### config.mk
export PLATFORM = sky130hd
export DESIGN_NAME = midi_mono_voice_assigner_unit
export DESIGN_NICKNAME = d
export VERILOG_FILES = /design/src/mmva_pkg.sv /design/src/midi_mono_voice_assigner_unit.sv
export SDC_FILE = /design/constraint.sdc
export NUM_CORES = 1
export LEC_CHECK = 0
export ABC_AREA = 1
export BUFFER_PORTS_ARGS = -buffer_cell sky130_fd_sc_hd__buf_2
export CORE_MARGIN = 8
export CORE_UTILIZATION = 45
export CTS_CLUSTER_SIZE = 30
export DETAILED_ROUTE_END_ITERATION = 10
export HOLD_SLACK_MARGIN = 0.05
export PLACE_DENSITY_LB_ADDON = 0.15
export REMOVE_ABC_BUFFERS = 1
export SYNTH_ARGS = -nofsm -noshare
export SYNTH_HDL_FRONTEND = slang
export SYNTH_SLANG_ARGS = --single-unit
### constraint.sdc
create_clock -name clk -period 8.2 [get_ports clk]
set_input_delay 0.41 -clock clk [delete_from_list [all_inputs] [get_ports clk]]
set_output_delay 0.41 -clock clk [all_outputs]
set_load 0.05 [all_outputs]
### src/mmva_pkg.sv
// ----------------------------------------------------------------------------
// mmva_pkg
// shared constants for the monophonic midi voice assigner
// ----------------------------------------------------------------------------
package mmva_pkg;

  localparam int NOTE_SLOTS = 128;
  localparam int ROW_W      = 8;
  localparam int MAP_ROWS   = NOTE_SLOTS / ROW_W;
  localparam int ROW_IDX_W  = (MAP_ROWS > 1) ? $clog2(MAP_ROWS) : 1;
  localparam int BIT_IDX_W  = $clog2(ROW_W);

  localparam int NOTE_W  = 7;
  localparam int PITCH_W = 8;
  localparam int VEL_W   = 7;
  localparam int BEND_W  = 14;
  localparam int COUNT_W = 7;

  localparam logic [PITCH_W-1:0] NO_NOTE     = 8'd128;
  localparam logic [BEND_W-1:0]  BEND_CENTER = 14'd8192;
  localparam logic [COUNT_W-1:0] COUNT_MAX   = 7'd127;

  localparam logic CMD_MIDI  = 1'b0;
  localparam logic CMD_PANIC = 1'b1;

  localparam logic [3:0] MSG_NOTE_OFF = 4'h8;
  localparam logic [3:0] MSG_NOTE_ON  = 4'h9;
  localparam logic [3:0] MSG_BEND     = 4'hE;

  typedef logic [ROW_W-1:0] map_row_t;

endpackage

### src/midi_mono_voice_assigner_unit.sv
// ----------------------------------------------------------------------------
// midi_mono_voice_assigner_unit
// Monophonic voice assigner: each note-on takes the voice and retriggers;
// releasing the sounding note while others are held gives the lowest one. One
// request is a three-byte midi message (channel ignored) or a panic, and
// gives one result with the pitch, velocity, bend, gate, retrigger and
// release pulses and the held-note count. The held-note map is a synchronous
// memory of rows of eight bits, each row with a valid bit so reset and panic
// clear it at once. Panic, bend and other messages go straight to the result
// state; note-on and note-off first read the row, then modify and write it
// back. A note-off that releases the sounding note while others are held
// scans the map row by row, lowest row first. One request is in work at a
// time; a new one is taken once the last result is in the output register.
// ----------------------------------------------------------------------------
module midi_mono_voice_assigner_unit (
  input  logic                           clk,
  input  logic                           rst_n,
  input  logic                           in_valid,
  output logic                           in_ready,
  input  logic                           in_command,
  input  logic [7:0]                     in_status_byte,
  input  logic [mmva_pkg::NOTE_W-1:0]    in_data_first,
  input  logic [mmva_pkg::NOTE_W-1:0]    in_data_second,
  output logic                           out_valid,
  input  logic                           out_ready,
  output logic [mmva_pkg::PITCH_W-1:0]   out_sounding_pitch,
  output logic [mmva_pkg::VEL_W-1:0]     out_note_velocity,
  output logic [mmva_pkg::BEND_W-1:0]    out_bend_value,
  output logic                           out_gate,
  output logic                           out_key_on,
  output logic                           out_key_off,
  output logic [mmva_pkg::COUNT_W-1:0]   out_held_count
);
  import mmva_pkg::*;

  typedef enum logic [5:0] {
    ST_IDLE     = 6'b000001,
    ST_READ     = 6'b000010,
    ST_MOD      = 6'b000100,
    ST_SCAN_RD  = 6'b001000,
    ST_SCAN_CHK = 6'b010000,
    ST_DONE     = 6'b100000
  } state_t;

  state_t                 state_r, state_nxt;
  logic [MAP_ROWS-1:0]    row_valid_r, row_valid_nxt;
  logic [COUNT_W-1:0]     held_total_r, held_total_nxt;
  logic [PITCH_W-1:0]     current_note_r, current_note_nxt;
  logic [VEL_W-1:0]       last_vel_r, last_vel_nxt;
  logic [BEND_W-1:0]      bend_r, bend_nxt;
  logic                   gate_r, gate_nxt;
  logic                   key_on_r, key_on_nxt;
  logic                   key_off_r, key_off_nxt;
  logic                   note_on_r, note_on_nxt;
  logic [NOTE_W-1:0]      note_r, note_nxt;
  logic [ROW_IDX_W-1:0]   scan_row_r, scan_row_nxt;
  logic                   out_valid_r, out_valid_nxt;

  logic [PITCH_W-1:0]     out_pitch_r;
  logic [VEL_W-1:0]       out_vel_r;
  logic [BEND_W-1:0]      out_bend_r;
  logic                   out_gate_r;
  logic                   out_key_on_r;
  logic                   out_key_off_r;
  logic [COUNT_W-1:0]     out_count_r;
  logic                   out_load;

  map_row_t               map_mem [MAP_ROWS];
  map_row_t               rd_data_r;
  logic                   rd_valid_r;
  logic [ROW_IDX_W-1:0]   rd_addr;
  logic                   mem_we;
  map_row_t               mem_wdata;

  logic [3:0]             in_kind;
  logic                   accept;
  logic [ROW_IDX_W-1:0]   note_row;
  logic [BIT_IDX_W-1:0]   note_bit;
  logic                   note_in_range;
  map_row_t               row_data;
  map_row_t               row_mod;

  function automatic logic [BIT_IDX_W-1:0] lowest_bit(input map_row_t v);
    logic [BIT_IDX_W-1:0] idx;
    idx = '0;
    for (int i = ROW_W - 1; i >= 0; i--) begin
      if (v[i]) begin
        idx = BIT_IDX_W'(i);
      end
    end
    return idx;
  endfunction

  assign in_kind       = in_status_byte[7:4];
  assign in_ready      = (state_r == ST_IDLE);
  assign accept        = in_valid && in_ready;
  assign note_row      = note_r[ROW_IDX_W+BIT_IDX_W-1:BIT_IDX_W];
  assign note_bit      = note_r[BIT_IDX_W-1:0];
  assign note_in_range = PITCH_W'(note_r) < PITCH_W'(NOTE_SLOTS);
  assign row_data      = rd_valid_r ? rd_data_r : '0;

  always_comb begin
    row_mod           = row_data;
    row_mod[note_bit] = note_on_r;
  end

  always_comb begin
    state_nxt        = state_r;
    row_valid_nxt    = row_valid_r;
    held_total_nxt   = held_total_r;
    current_note_nxt = current_note_r;
    last_vel_nxt     = last_vel_r;
    bend_nxt         = bend_r;
    gate_nxt         = gate_r;
    key_on_nxt       = key_on_r;
    key_off_nxt      = key_off_r;
    note_on_nxt      = note_on_r;
    note_nxt         = note_r;
    scan_row_nxt     = scan_row_r;
    out_valid_nxt    = out_valid_r && !out_ready;
    out_load         = 1'b0;
    mem_we           = 1'b0;
    mem_wdata        = row_mod;
    rd_addr          = (state_r == ST_SCAN_RD) ? scan_row_r : note_row;

    unique case (state_r)
      ST_IDLE: begin
        if (accept) begin
          key_on_nxt  = 1'b0;
          key_off_nxt = 1'b0;
          note_nxt    = in_data_first;
          note_on_nxt = (in_kind == MSG_NOTE_ON) && (in_data_second != '0);
          state_nxt   = ST_DONE;
          if (in_command == CMD_PANIC) begin
            row_valid_nxt  = '0;
            held_total_nxt = '0;
            gate_nxt       = 1'b0;
            key_off_nxt    = 1'b1;
          end else if (in_kind == MSG_NOTE_ON) begin
            last_vel_nxt = (in_data_second != '0) ? in_data_second : last_vel_r;
            state_nxt    = ST_READ;
          end else if (in_kind == MSG_NOTE_OFF) begin
            state_nxt = ST_READ;
          end else if (in_kind == MSG_BEND) begin
            bend_nxt = {in_data_second, in_data_first};
          end
        end
      end
      ST_READ: begin
        state_nxt = ST_MOD;
      end
      ST_MOD: begin
        state_nxt = ST_DONE;
        if (note_in_range) begin
          mem_we                  = 1'b1;
          row_valid_nxt[note_row] = 1'b1;
        end
        if (note_on_r) begin
          current_note_nxt = PITCH_W'(note_r);
          key_on_nxt       = 1'b1;
          gate_nxt         = 1'b1;
          if (held_total_r < COUNT_MAX) begin
            held_total_nxt = held_total_r + COUNT_W'(1);
          end
        end else if (held_total_r <= COUNT_W'(1)) begin
          held_total_nxt = '0;
          gate_nxt       = 1'b0;
          key_off_nxt    = 1'b1;
        end else begin
          held_total_nxt = held_total_r - COUNT_W'(1);
          if (PITCH_W'(note_r) == current_note_r) begin
            scan_row_nxt = '0;
            state_nxt    = ST_SCAN_RD;
          end
        end
      end
      ST_SCAN_RD: begin
        state_nxt = ST_SCAN_CHK;
      end
      ST_SCAN_CHK: begin
        if (row_data != '0) begin
          current_note_nxt = PITCH_W'({scan_row_r, lowest_bit(row_data)});
          state_nxt        = ST_DONE;
        end else if (scan_row_r == ROW_IDX_W'(MAP_ROWS - 1)) begin
          current_note_nxt = NO_NOTE;
          state_nxt        = ST_DONE;
        end else begin
          scan_row_nxt = scan_row_r + ROW_IDX_W'(1);
          state_nxt    = ST_SCAN_RD;
        end
      end
      ST_DONE: begin
        if (!out_valid_r || out_ready) begin
          out_load      = 1'b1;
          out_valid_nxt = 1'b1;
          state_nxt     = ST_IDLE;
        end
      end
      default: begin
        state_nxt = ST_IDLE;
      end
    endcase
  end

  always_ff @(posedge clk) begin
    if (!rst_n) begin
      state_r        <= ST_IDLE;
      row_valid_r    <= '0;
      held_total_r   <= '0;
      current_note_r <= '0;
      last_vel_r     <= '0;
      bend_r         <= BEND_CENTER;
      gate_r         <= 1'b0;
      out_valid_r    <= 1'b0;
    end else begin
      state_r        <= state_nxt;
      row_valid_r    <= row_valid_nxt;
      held_total_r   <= held_total_nxt;
      current_note_r <= current_note_nxt;
      last_vel_r     <= last_vel_nxt;
      bend_r         <= bend_nxt;
      gate_r         <= gate_nxt;
      out_valid_r    <= out_valid_nxt;
    end
  end

  always_ff @(posedge clk) begin
    key_on_r   <= key_on_nxt;
    key_off_r  <= key_off_nxt;
    note_on_r  <= note_on_nxt;
    note_r     <= note_nxt;
    scan_row_r <= scan_row_nxt;
    if (out_load) begin
      out_pitch_r   <= current_note_r;
      out_vel_r     <= last_vel_r;
      out_bend_r    <= bend_r;
      out_gate_r    <= gate_r;
      out_key_on_r  <= key_on_r;
      out_key_off_r <= key_off_r;
      out_count_r   <= held_total_r;
    end
  end

  // held-note map rows
  always_ff @(posedge clk) begin
    if (mem_we) begin
      map_mem[note_row] <= mem_wdata;
    end
    rd_data_r  <= map_mem[rd_addr];
    rd_valid_r <= row_valid_r[rd_addr];
  end

  assign out_valid          = out_valid_r;
  assign out_sounding_pitch = out_pitch_r;
  assign out_note_velocity  = out_vel_r;
  assign out_bend_value     = out_bend_r;
  assign out_gate           = out_gate_r;
  assign out_key_on         = out_key_on_r;
  assign out_key_off        = out_key_off_r;
  assign out_held_count     = out_count_r;

  a_gate_tracks_count: assert property (@(posedge clk) disable iff (!rst_n)
    gate_r == (held_total_r != '0))
    else $error("gate flag disagrees with held count");

  a_scan_after_read: assert property (@(posedge clk) disable iff (!rst_n)
    state_r == ST_SCAN_CHK |-> $past(state_r) == ST_SCAN_RD)
    else $error("scan check without a row read");

  a_scan_row_bound: assert property (@(posedge clk) disable iff (!rst_n)
    state_r == ST_SCAN_CHK |-> 32'(scan_row_r) <= 32'(MAP_ROWS - 1))
    else $error("scan row past end of map");

  a_pulses_exclusive: assert property (@(posedge clk) disable iff (!rst_n)
    out_valid_r |-> !(out_key_on_r && out_key_off_r))
    else $error("retrigger and release in one result");

endmodule
# --- Word-level counts from Yosys, hierarchy flattened ---
# Memory sizes are Yosys's and may differ from the RTL's. A register that Yosys moved wholly into a read port is not among the register bits.
# Cells that the tools add are included.
word_totals:
  register_bits: 114
  ram_bits: 128
  word_cells: 150
  n_memories: 1
op_classes:
  n_addsub: 3
  n_lt_le_gt_ge: 7
  eq_ne: 24
  muxes: 67
  n_bitwise: 4
  reduce_logical: 23
mem_list:
  columns: ["memory", "depth", "word_bits", "read_ports", "rd_clocked_by_memory_dff", "write_ports", "line", "rtl"]
  rows:
  - ["map_mem", 16, 8, 1, 1, 1, "midi_mono_voice_assigner_unit.sv:68", "map_row_t map_mem [MAP_ROWS];"]
ops:
  columns: ["cell", "count"]
  rows:
  - ["$mux 6", 10]
  - ["$pmux 6 s6", 1]
  - ["$mux 7", 5]
  - ["$mux 16", 2]
  - ["$mux 8", 4]
  - ["$pmux 16 s2", 1]
  - ["$mux 3", 8]
  - ["$mux 4", 6]
  - ["$mux 1", 20]
  - ["$eq 4x4->1 const B", 4]
  - ["$ne 2x2->1 const B", 8]
  - ["$or 16x16->16", 1]
  - ["$pmux 8 s2", 1]
  - ["$pmux 7 s2", 1]
  - ["$reduce_and 4->1", 3]
  - ["$reduce_and 6->1", 2]
  - ["$lt 4x5->1 const B", 2]
  - ["$ne 3x3->1 const B", 3]
  - ["$reduce_and 3->1", 3]
  - ["$bwmux 8", 1]
  - ["$eq 7x8->1", 1]
  - ["$pmux 4 s2", 1]
  - ["$reduce_bool 8->1", 1]
  - ["$add 7x1->7 const B", 1]
  - ["other kinds (26)", 38]

# --- Logic depth before layout (Yosys ltp) ---
# Gate-level depths: netlist (run 1).
depth:
  ltp_word: 11
  mapped_depth: 12
  mapped_depth_nobuf: 11

# --- Worst setup path before layout (run 1) ---
# OpenSTA, ideal clock, no wires.
synth_path:
  path_kind: "register to register"
  from: "register state_r[2]"
  to: "register out_bend_r[0], in the netlist out_bend_value[0] (enable)"
  setup_time_ps: 448
  arrival_ps: 2610
  required_ps: 7752
  setup_slack_ps: 5142
  path_stages_with_launch: 6
  n_path_buf: 0
  synth_period_minus_slack_ps: 3058
  path_cell_list: "dfxtp_1 -> nor2_1 -> nand2_1 -> inv_1 -> nand2_1 -> a21oi_1"
synth_via:
  elab_chain_cells: 2
synth_lines:
  columns: ["element", "line", "rtl"]
  rows:
  - ["from (decl)", "midi_mono_voice_assigner_unit.sv:45", "state_t state_r, state_nxt;"]
  - ["from (signal assigned)", "midi_mono_voice_assigner_unit.sv:216", "state_r <= state_nxt;"]
  - ["$eq 6x6->1", "midi_mono_voice_assigner_unit.sv:126", "unique case (state_r)"]
  - ["$mux 1", "midi_mono_voice_assigner_unit.sv:126", null]
  - ["via out_load", "midi_mono_voice_assigner_unit.sv:66", "logic out_load;"]
  - ["to (signal assigned)", "midi_mono_voice_assigner_unit.sv:236", "out_bend_r <= bend_r;"]
  - ["to (decl)", "midi_mono_voice_assigner_unit.sv:61", "logic [BEND_W-1:0] out_bend_r;"]
# The timed path passes the listed nets, and every way through them passes these cells.
# A chain may end at the register's enable or synchronous reset.

# --- Worst setup path after layout (run 1) ---
layout_path:
  from: "register state_r[3]"
  to: "register rd_data_r[1] (read register of map_mem)"
layout_via:
  elab_chain_cells: 2
layout_lines:
  columns: ["element", "line", "rtl"]
  rows:
  - ["$eq 6x4->1", "midi_mono_voice_assigner_unit.sv:124", "rd_addr = (state_r == ST_SCAN_RD) ? scan_row_r : note_row;"]
  - ["$mux 4", "midi_mono_voice_assigner_unit.sv:124", null]
  - ["to (decl)", "midi_mono_voice_assigner_unit.sv:69", "map_row_t rd_data_r;"]
# No other way between the ends.

==> impl_metrics.json, run 1 <==
{
  "status": "finished, final reports clean",
  "path_class": "reg -> reg",
  "clock_skew_ps": 19.5,
  "yosys.area.top_type_share": 0.498,
  "vdd_drop_max_v": 0.000185,
  "portBuffers": 63,
  "switching_power_uw": 771,
  "fill_cells": 2231,
  "drc": 0,
  "crit_path_end_kind": "flop",
  "yosys-top-cells-area": "edfxtp_1, dfxtp_1, nand3_1, nand2_1, inv_1",
  "critPathMaxStageDelay_ps": 1000,
  "vias_per_cell": 5.00,
  "die_h_um": 172,
  "yosys_register_bits": 250,
  "synthesis.instances": 1148,
  "grt_pass1_vias": 7522,
  "max_freq_ghz": 0.347,
  "die_w_um": 172,
  "core-area_mm2": 0.0241,
  "grt_pass1_wl_um": 40800,
  "slew_viol_final": 0,
  "cp_slowest_cell": "o21ai_2",
  "initial_core_util": 0.453,
  "h-tree-depth": 1,
  "yosysMostFrequentCell": "nand2_1",
  "ys_warn_count": 0,
  "ys.flop_type": "edfxtp_1",
  "internal_power_uw": 2210,
  "power_frac_seq": 0.480,
  "tritoncts": "done",
  "crit_chain": "inv_1, nor2_2, nand3_2, o21ai_2, inv_2, nand3_1, nand3_1, nand2_1",
  "num_antenna_cells": 0,
  "final_layout_size_suffix_gt1_frac": 0.129,
  "setup_viol": 0,
  "syn_area_mm2": 0.0109,
  "rows": 57,
  "fin_nets": 1255,
  "ant_nets": 0,
  "dp_hpwl_um": 16300,
  "crit_path_start_kind": "flop",
  "wl_um": 26100,
  "io_pins": 68,
  "cp.required_ps": 8660,
  "crit_arrival_ps": 3340,
  "area_delta_synth_final_pct": 15.1,
  "ys_seq_area_frac": 0.624,
  "clock_sinks": 250,
  "clockPowerShare": 0.411,
  "yosys-top-cells-count": "nand2_1, inv_1, edfxtp_1, nand3_1, nor2_1",
  "tns_ps": 0,
  "hold_depth": 1,
  "min_path_type": "in -> reg",
  "num_vias": 7840,
  "cts_inserted_buffers": 27,
  "synth.largest_area_cell": "edfxtp_1",
  "maxCapViolations": 0,
  "p_leak_uw": 0.00532,
  "rsz0062_at_grt": "no",
  "cts_buffer_depth": 3,
  "synth_edf_count": 181,
  "drt_iter0_markers": 608,
  "grt_use_total": 0.178,
  "async_flop_share": 0,
  "critPathMaxFanout": 19,
  "cts_root_buffer": "clkbuf_16",
  "synth.avg_cell_area_um2": 9.51,
  "crit_top_cell": "nand3_1",
  "dieArea_mm2": 0.0295,
  "post_cts_buffers": 0,
  "avgRoutedWirePerCell_um": 16.6,
  "timing.final.crit_share": 0.352,
  "ys_types": 39,
  "gp_congestion": 0.812,
  "overflow": 0,
  "grt_start_max_net_pins": 66,
  "maxSlewHeadroom": 0.242,
  "power_density_mw_per_mm2": 237,
  "reg2reg_depth": 8,
  "dr.pass1.iters": 7,
  "combPwrFrac": 0.108,
  "power_uw": 2980,
  "period_minus_slack_ps": 2890,
  "antenna_found_initial": 0,
  "clkLatencyLatePin_ps": 540,
  "tightest_slew_ps": 1140,
  "hold_violations": 0,
  "switching_share": 0.259,
  "cts.clk_slew.worst_paths_ps": 60
}
## logic make-up after synthesis
kind of cell | Yosys count | synth area share
adder cells (fa/ha/maj) | 4 | 0.00458
multiplexers | 1 | 0.000916
buffers and inverters | 261 | 0.0945
XOR/XNOR | 8 | 0.00641
flip-flops | 250 | 0.624
AND/OR/NAND/NOR | 517 | 0.212
AO/OA/AOI/OAI | 107 | 0.0570
## state kept, by name (all words and copies together) (netlist names), 4 cells and up
name and flops:
rd_data_r 8, held_total_r 7, out_sounding_pitch 8, scan_row_r 4
row_valid_r 16, map_mem 128, current_note_r 8, out_held_count 7
note_r 7, state_r 6, bend_r 14, out_note_velocity 7
last_vel_r 7, out_bend_value 14
## power groups by stage
stage               sequential (uW)  combinational, uW  clock [uW]
finish                         1430                323        1230
global route                   1430                356        1300
CTS                            1430                325        1250
detailed placement             1460                324           0
global placement               1460                321           0
floorplan                      1470                182           0
## critical path: cells and delay by family, from the launching register on
| kind | cells | cell delay (ps) |
|---|---|---|
| AOI/OAI and AO/OA | 1 | 1000 |
| buffers and inverters | 2 | 510 |
| DFF | 1 | 330 |
| and+or+nand+nor | 5 | 960 |
## placed cells by master, fill, tap and decap left out, types with 3 or more instances in the layout
| master | count |
|---|---|
| o21ai_4 | 3 |
| o21ai_0 | 23 |
| xnor2_1 | 5 |
| edfxtp_1 | 181 |
| nand2_2 | 4 |
| nand2_1 | 219 |
| nor3_1 | 19 |
| nand3_1 | 171 |
| nor2_1 | 70 |
| clkinv_1 | 3 |
| clkinvlp_4 | 5 |
| clkinv_2 | 5 |
| nor2_4 | 3 |
| o22ai_1 | 4 |
| dfxtp_1 | 69 |
| xor2_1 | 3 |
| a211oi_1 | 13 |
| inv_1 | 211 |
| clkbuf_16 | 27 |
| inv_2 | 4 |
| bufinv_16 | 3 |
| buf_4 | 28 |
| buf_2 | 63 |
| ha_1 | 4 |
| o21ai_1 | 8 |
| a21oi_1 | 47 |
| nand4_1 | 14 |
| nand3b_1 | 8 |
## repair_timing
action                                 CTS  global route
hold buffers                             0             1
resized for setup                        0             0
endpoints found under the hold margin    0             1
## worst paths after layout
kind                                 from                     endpoint  slack, ps
setup reg to reg  state_r[3]$_SDFFE_PN0P_         rd_data_r[1]$_DFF_P_       5310
hold / removal           in_data_first[3]          note_r[3]$_DFFE_PP_         70
hold reg to reg    bend_r[6]$_SDFFE_PN0P_  out_bend_value[6]$_DFFE_PP_        420
setup / recovery  state_r[3]$_SDFFE_PN0P_         rd_data_r[1]$_DFF_P_       5310
## cell type report
type | count | area, um2 | share of cell area
Clock inverter | 18 | 194 | 0.0154
Clock buffer | 31 | 711 | 0.0565
Multi-Input combinational cell | 637 | 3100 | 0.246
Sequential cell | 250 | 6820 | 0.542
Tap cell | 324 | 405 | 0.0323
Timing Repair Buffer | 92 | 536 | 0.0426
Inverter | 216 | 811 | 0.0645
## per-stage QoR
| step | cell area [um2] | setup WS [ps] | hold WS [ps] | instances | util |
|---|---|---|---|---|---|
| floorplan | 10700 | 5140 | 400 | 1103 | - |
| global placement | 11700 | 5330 | 404 | 1518 | 0.483 |
| detailed placement | 11700 | 5330 | 409 | 1518 | 0.483 |
| CTS | 12600 | 5300 | 51.7 | 1567 | 0.521 |
| global route | 12600 | 5080 | 59.2 | 1568 | 0.521 |
| finish | 12600 | 5310 | 67.6 | 1568 | 0.521 |
## metal layers
| layer | track usage | routed length, um | vias to the layer above |
|---|---|---|---|
| li1 | - | - | 3930 |
| met1 | 0.234 | 11700 | 3673 |
| met2 | 0.300 | 12300 | 200 |
| met3 | 0.0335 | 1460 | 37 |
| met4 | 0.0450 | 605 | 0 |
| met5 | 0 | 0 | - |
(Power assumes the default switching activity.)
==> run 2: changes to the inputs <==
clock period = 2.4 ns   (was 8.2 ns; I/O delays follow)
==> run 2 against run 1 <==
- first-iteration DRC count decreased by 10%
- clock power increased to 3.2 times the previous value
- die area unchanged
- worst setup slack got worse by 5000 ps
- clock skew decreased by 4.7 ps
- combinational power increased to 3.6 times the previous value
- worst hold slack improved by 71 ps
- wire length decreased by 1.0%
- flip-flop and latch count unchanged
- cell count increased by 2.6%
==> impl_metrics.json, run 2 (synthesis results as in run 1) <==
{
  "final_common_cell": "nand2_1",
  "reg_top3": "map_mem (128), row_valid_r (16)",
  "timing.final.crit_share": 0.883,
  "holdWs_ps": 138,
  "cts_buffer_depth": 3,
  "grt_pass1_vias": 7636,
  "min_path_type": "in -> reg",
  "reg2reg_from": "state_r[5]$_SDFFE_PN0P_",
  "switching_share": 0.251,
  "avgRoutedWirePerCell_um": 16.0,
  "cts_resized": 0,
  "final_layout_size_suffix_gt1_frac": 0.128,
  "reg2reg_depth": 9,
  "grt_pass1_wl_um": 41200,
  "portBuffers": 63,
  "fin_nets": 1296,
  "final_cell_mix": "nand2_1, inv_1, edfxtp_1",
  "max_freq_ghz": 0.472,
  "grt_use_total": 0.178,
  "final_cell_area_mm2": 0.0129,
  "maxSlewHeadroom": 0.578,
  "power_density_mw_per_mm2": 776,
  "hold_end": "note_on_r$_DFFE_PP_",
  "antenna_found_initial": 0,
  "num_antenna_cells": 0,
  "dp_hpwl_um": 16800,
  "slew_viol_final": 0,
  "vdd_drop_max_v": 0.000548,
  "crit_chain": "nor2_4, nand2_1, nor2_4, nand3_1, nor2_1, buf_4, o21ai_0, a21oi_1, dlygate4sd3_1",
  "dr.pass1.iters": 7,
  "tritoncts": "done",
  "clockPowerShare": 0.394,
  "cp_num_buf_inv": 2,
  "cp.required_ps": 2870,
  "hold_depth": 5,
  "postLayoutSetupSlackWorst_ps": 280,
  "grt_start_max_net_pins": 44,
  "internal_power_uw": 7500,
  "crit_top_cell": "nor2_4",
  "p_leak_uw": 0.00550,
  "wl_um": 25800,
  "r2r-end": "last_vel_r[1]$_SDFFE_PN0P_",
  "cts_inserted_buffers": 27,
  "ant_nets": 0,
  "power_frac_seq": 0.489,
  "num_vias": 7940,
  "die_w_um": 172,
  "cts_root_buffer": "clkbuf_16",
  "tightest_slew_ps": 631,
  "cp_slowest_cell": "dlygate4sd3_1",
  "rows": 57,
  "power_uw": 10000,
  "gp_congestion": 0.821,
  "clock_sinks": 250,
  "dieArea_mm2": 0.0295,
  "critPathMaxStageDelay_ps": 560,
  "status": "finished, final reports clean",
  "placed_cell_area_mm2": 0.0119,
  "overflow": 0,
  "clock_skew_ps": 14.8,
  "area_delta_synth_final_pct": 18.2,
  "hold_violations": 0,
  "h-tree-depth": 1,
  "maxCapViolations": 0,
  "dp_slack_ps": 278,
  "switching_power_uw": 2520,
  "combPwrFrac": 0.117,
  "clkLatencyLatePin_ps": 530,
  "core-area_mm2": 0.0241,
  "crit_arrival_ps": 2590,
  "post_cts_buffers": 0,
  "cts.clk_slew.worst_paths_ps": 60,
  "drt_iter0_markers": 546,
  "initial_core_util": 0.453,
  "worstHoldStart": "in_status_byte[4]",
  "critPathMaxFanout": 14,
  "setup_viol": 0,
  "path_class": "reg -> reg",
  "top_register": "map_mem",
  "period_minus_slack_ps": 2120,
  "rsz0062_at_grt": "no",
  "crit_path_start_kind": "flop",
  "largest_reg_flops": 128,
  "drc": 0,
  "vias_per_cell": 4.93,
  "rrSetupSlack_ps": 280,
  "path_delay_family": "simple AND/OR/NAND/NOR gates",
  "die_h_um": 172,
  "crit_path_end_kind": "flop",
  "io_pins": 68
}
-- run 2: changes by cell type in the layout (fill, tap and decap cells not counted), sizes merged --
cell,delta
buf,+19
bufinv,-1
clkbuf,+9
clkinv,-3
dlygate4sd3,+22
clkinvlp,-5
-- run 2: routing by layer --
layer,GRT usage,vias up,wire length (um)
met3,0.0301,34,1190
met2,0.299,180,12300
met5,0,-,0
met1,0.237,3719,11800
met4,0.0457,0,532
li1,-,4007,-
-- run 2: how the worst max path moves through the flow --
| stage | from | endpoint | slack [ps] | cells after the start |
|---|---|---|---|---|
| 3_5_place_dp | state_r[5]$_SDFFE_PN0P_ | rd_data_r[5]$_DFF_P_ | 280 | 7 |
| 6_report | state_r[5]$_SDFFE_PN0P_ | last_vel_r[1]$_SDFFE_PN0P_ | 280 | 9 |
| 4_1_cts | state_r[5]$_SDFFE_PN0P_ | rd_data_r[5]$_DFF_P_ | 260 | 7 |
| 3_3_place_gp | state_r[5]$_SDFFE_PN0P_ | rd_data_r[5]$_DFF_P_ | 360 | 7 |
| 5_1_grt | state_r[5]$_SDFFE_PN0P_ | last_vel_r[1]$_SDFFE_PN0P_ | 110 | 9 |
| 2_1_floorplan | state_r[2]$_SDFFE_PN0P_ | out_bend_value[0]$_DFFE_PP_ | -660 | 5 |
-- run 2: layout make-up --
type | instances | area (um2)
Clock buffer | 40 | 744
Clock inverter | 9 | 88.8
Multi-Input combinational cell | 637 | 3090
Timing Repair Buffer | 133 | 961
Tap cell | 324 | 405
Sequential cell | 250 | 6820
Fill cell | 2229 | 11200
Inverter | 216 | 811
-- run 2: power groups by stage --
| stage | clock network (uW) | logic (uW) | registers, uW |
|---|---|---|---|
| global route | 4220 | 1300 | 4910 |
| detailed placement | 0 | 1150 | 4990 |
| floorplan | 0 | 621 | 5030 |
| CTS | 4040 | 1180 | 4900 |
| finish | 3950 | 1170 | 4900 |
| global placement | 0 | 1140 | 4990 |
-- run 2: through the flow --
step / instances / TNS, ps / util
2_1_floorplan: 1103 / -26780 / -
3_3_place_gp: 1537 / 0 / 0.492
3_5_place_dp: 1537 / 0 / 0.492
4_1_cts: 1609 / 0 / 0.536
5_1_grt: 1609 / 0 / 0.536
6_report: 1609 / 0 / 0.536
-- run 2: worst reg2reg max path, cell delays in order, from the launching register on --
cell and delay, ps:
dfxtp_1 330, nor2_4 180, nand2_1 110, nor2_4 190
nand3_1 170, nor2_1 120, buf_4 190, o21ai_0 90
a21oi_1 130, dlygate4sd3_1 560
-- run 2: what timing repair did --
action,in CTS,in global routing
hold buffers,23,0
endpoints found under the hold margin,38,0
endpoints found under the setup margin,0,0
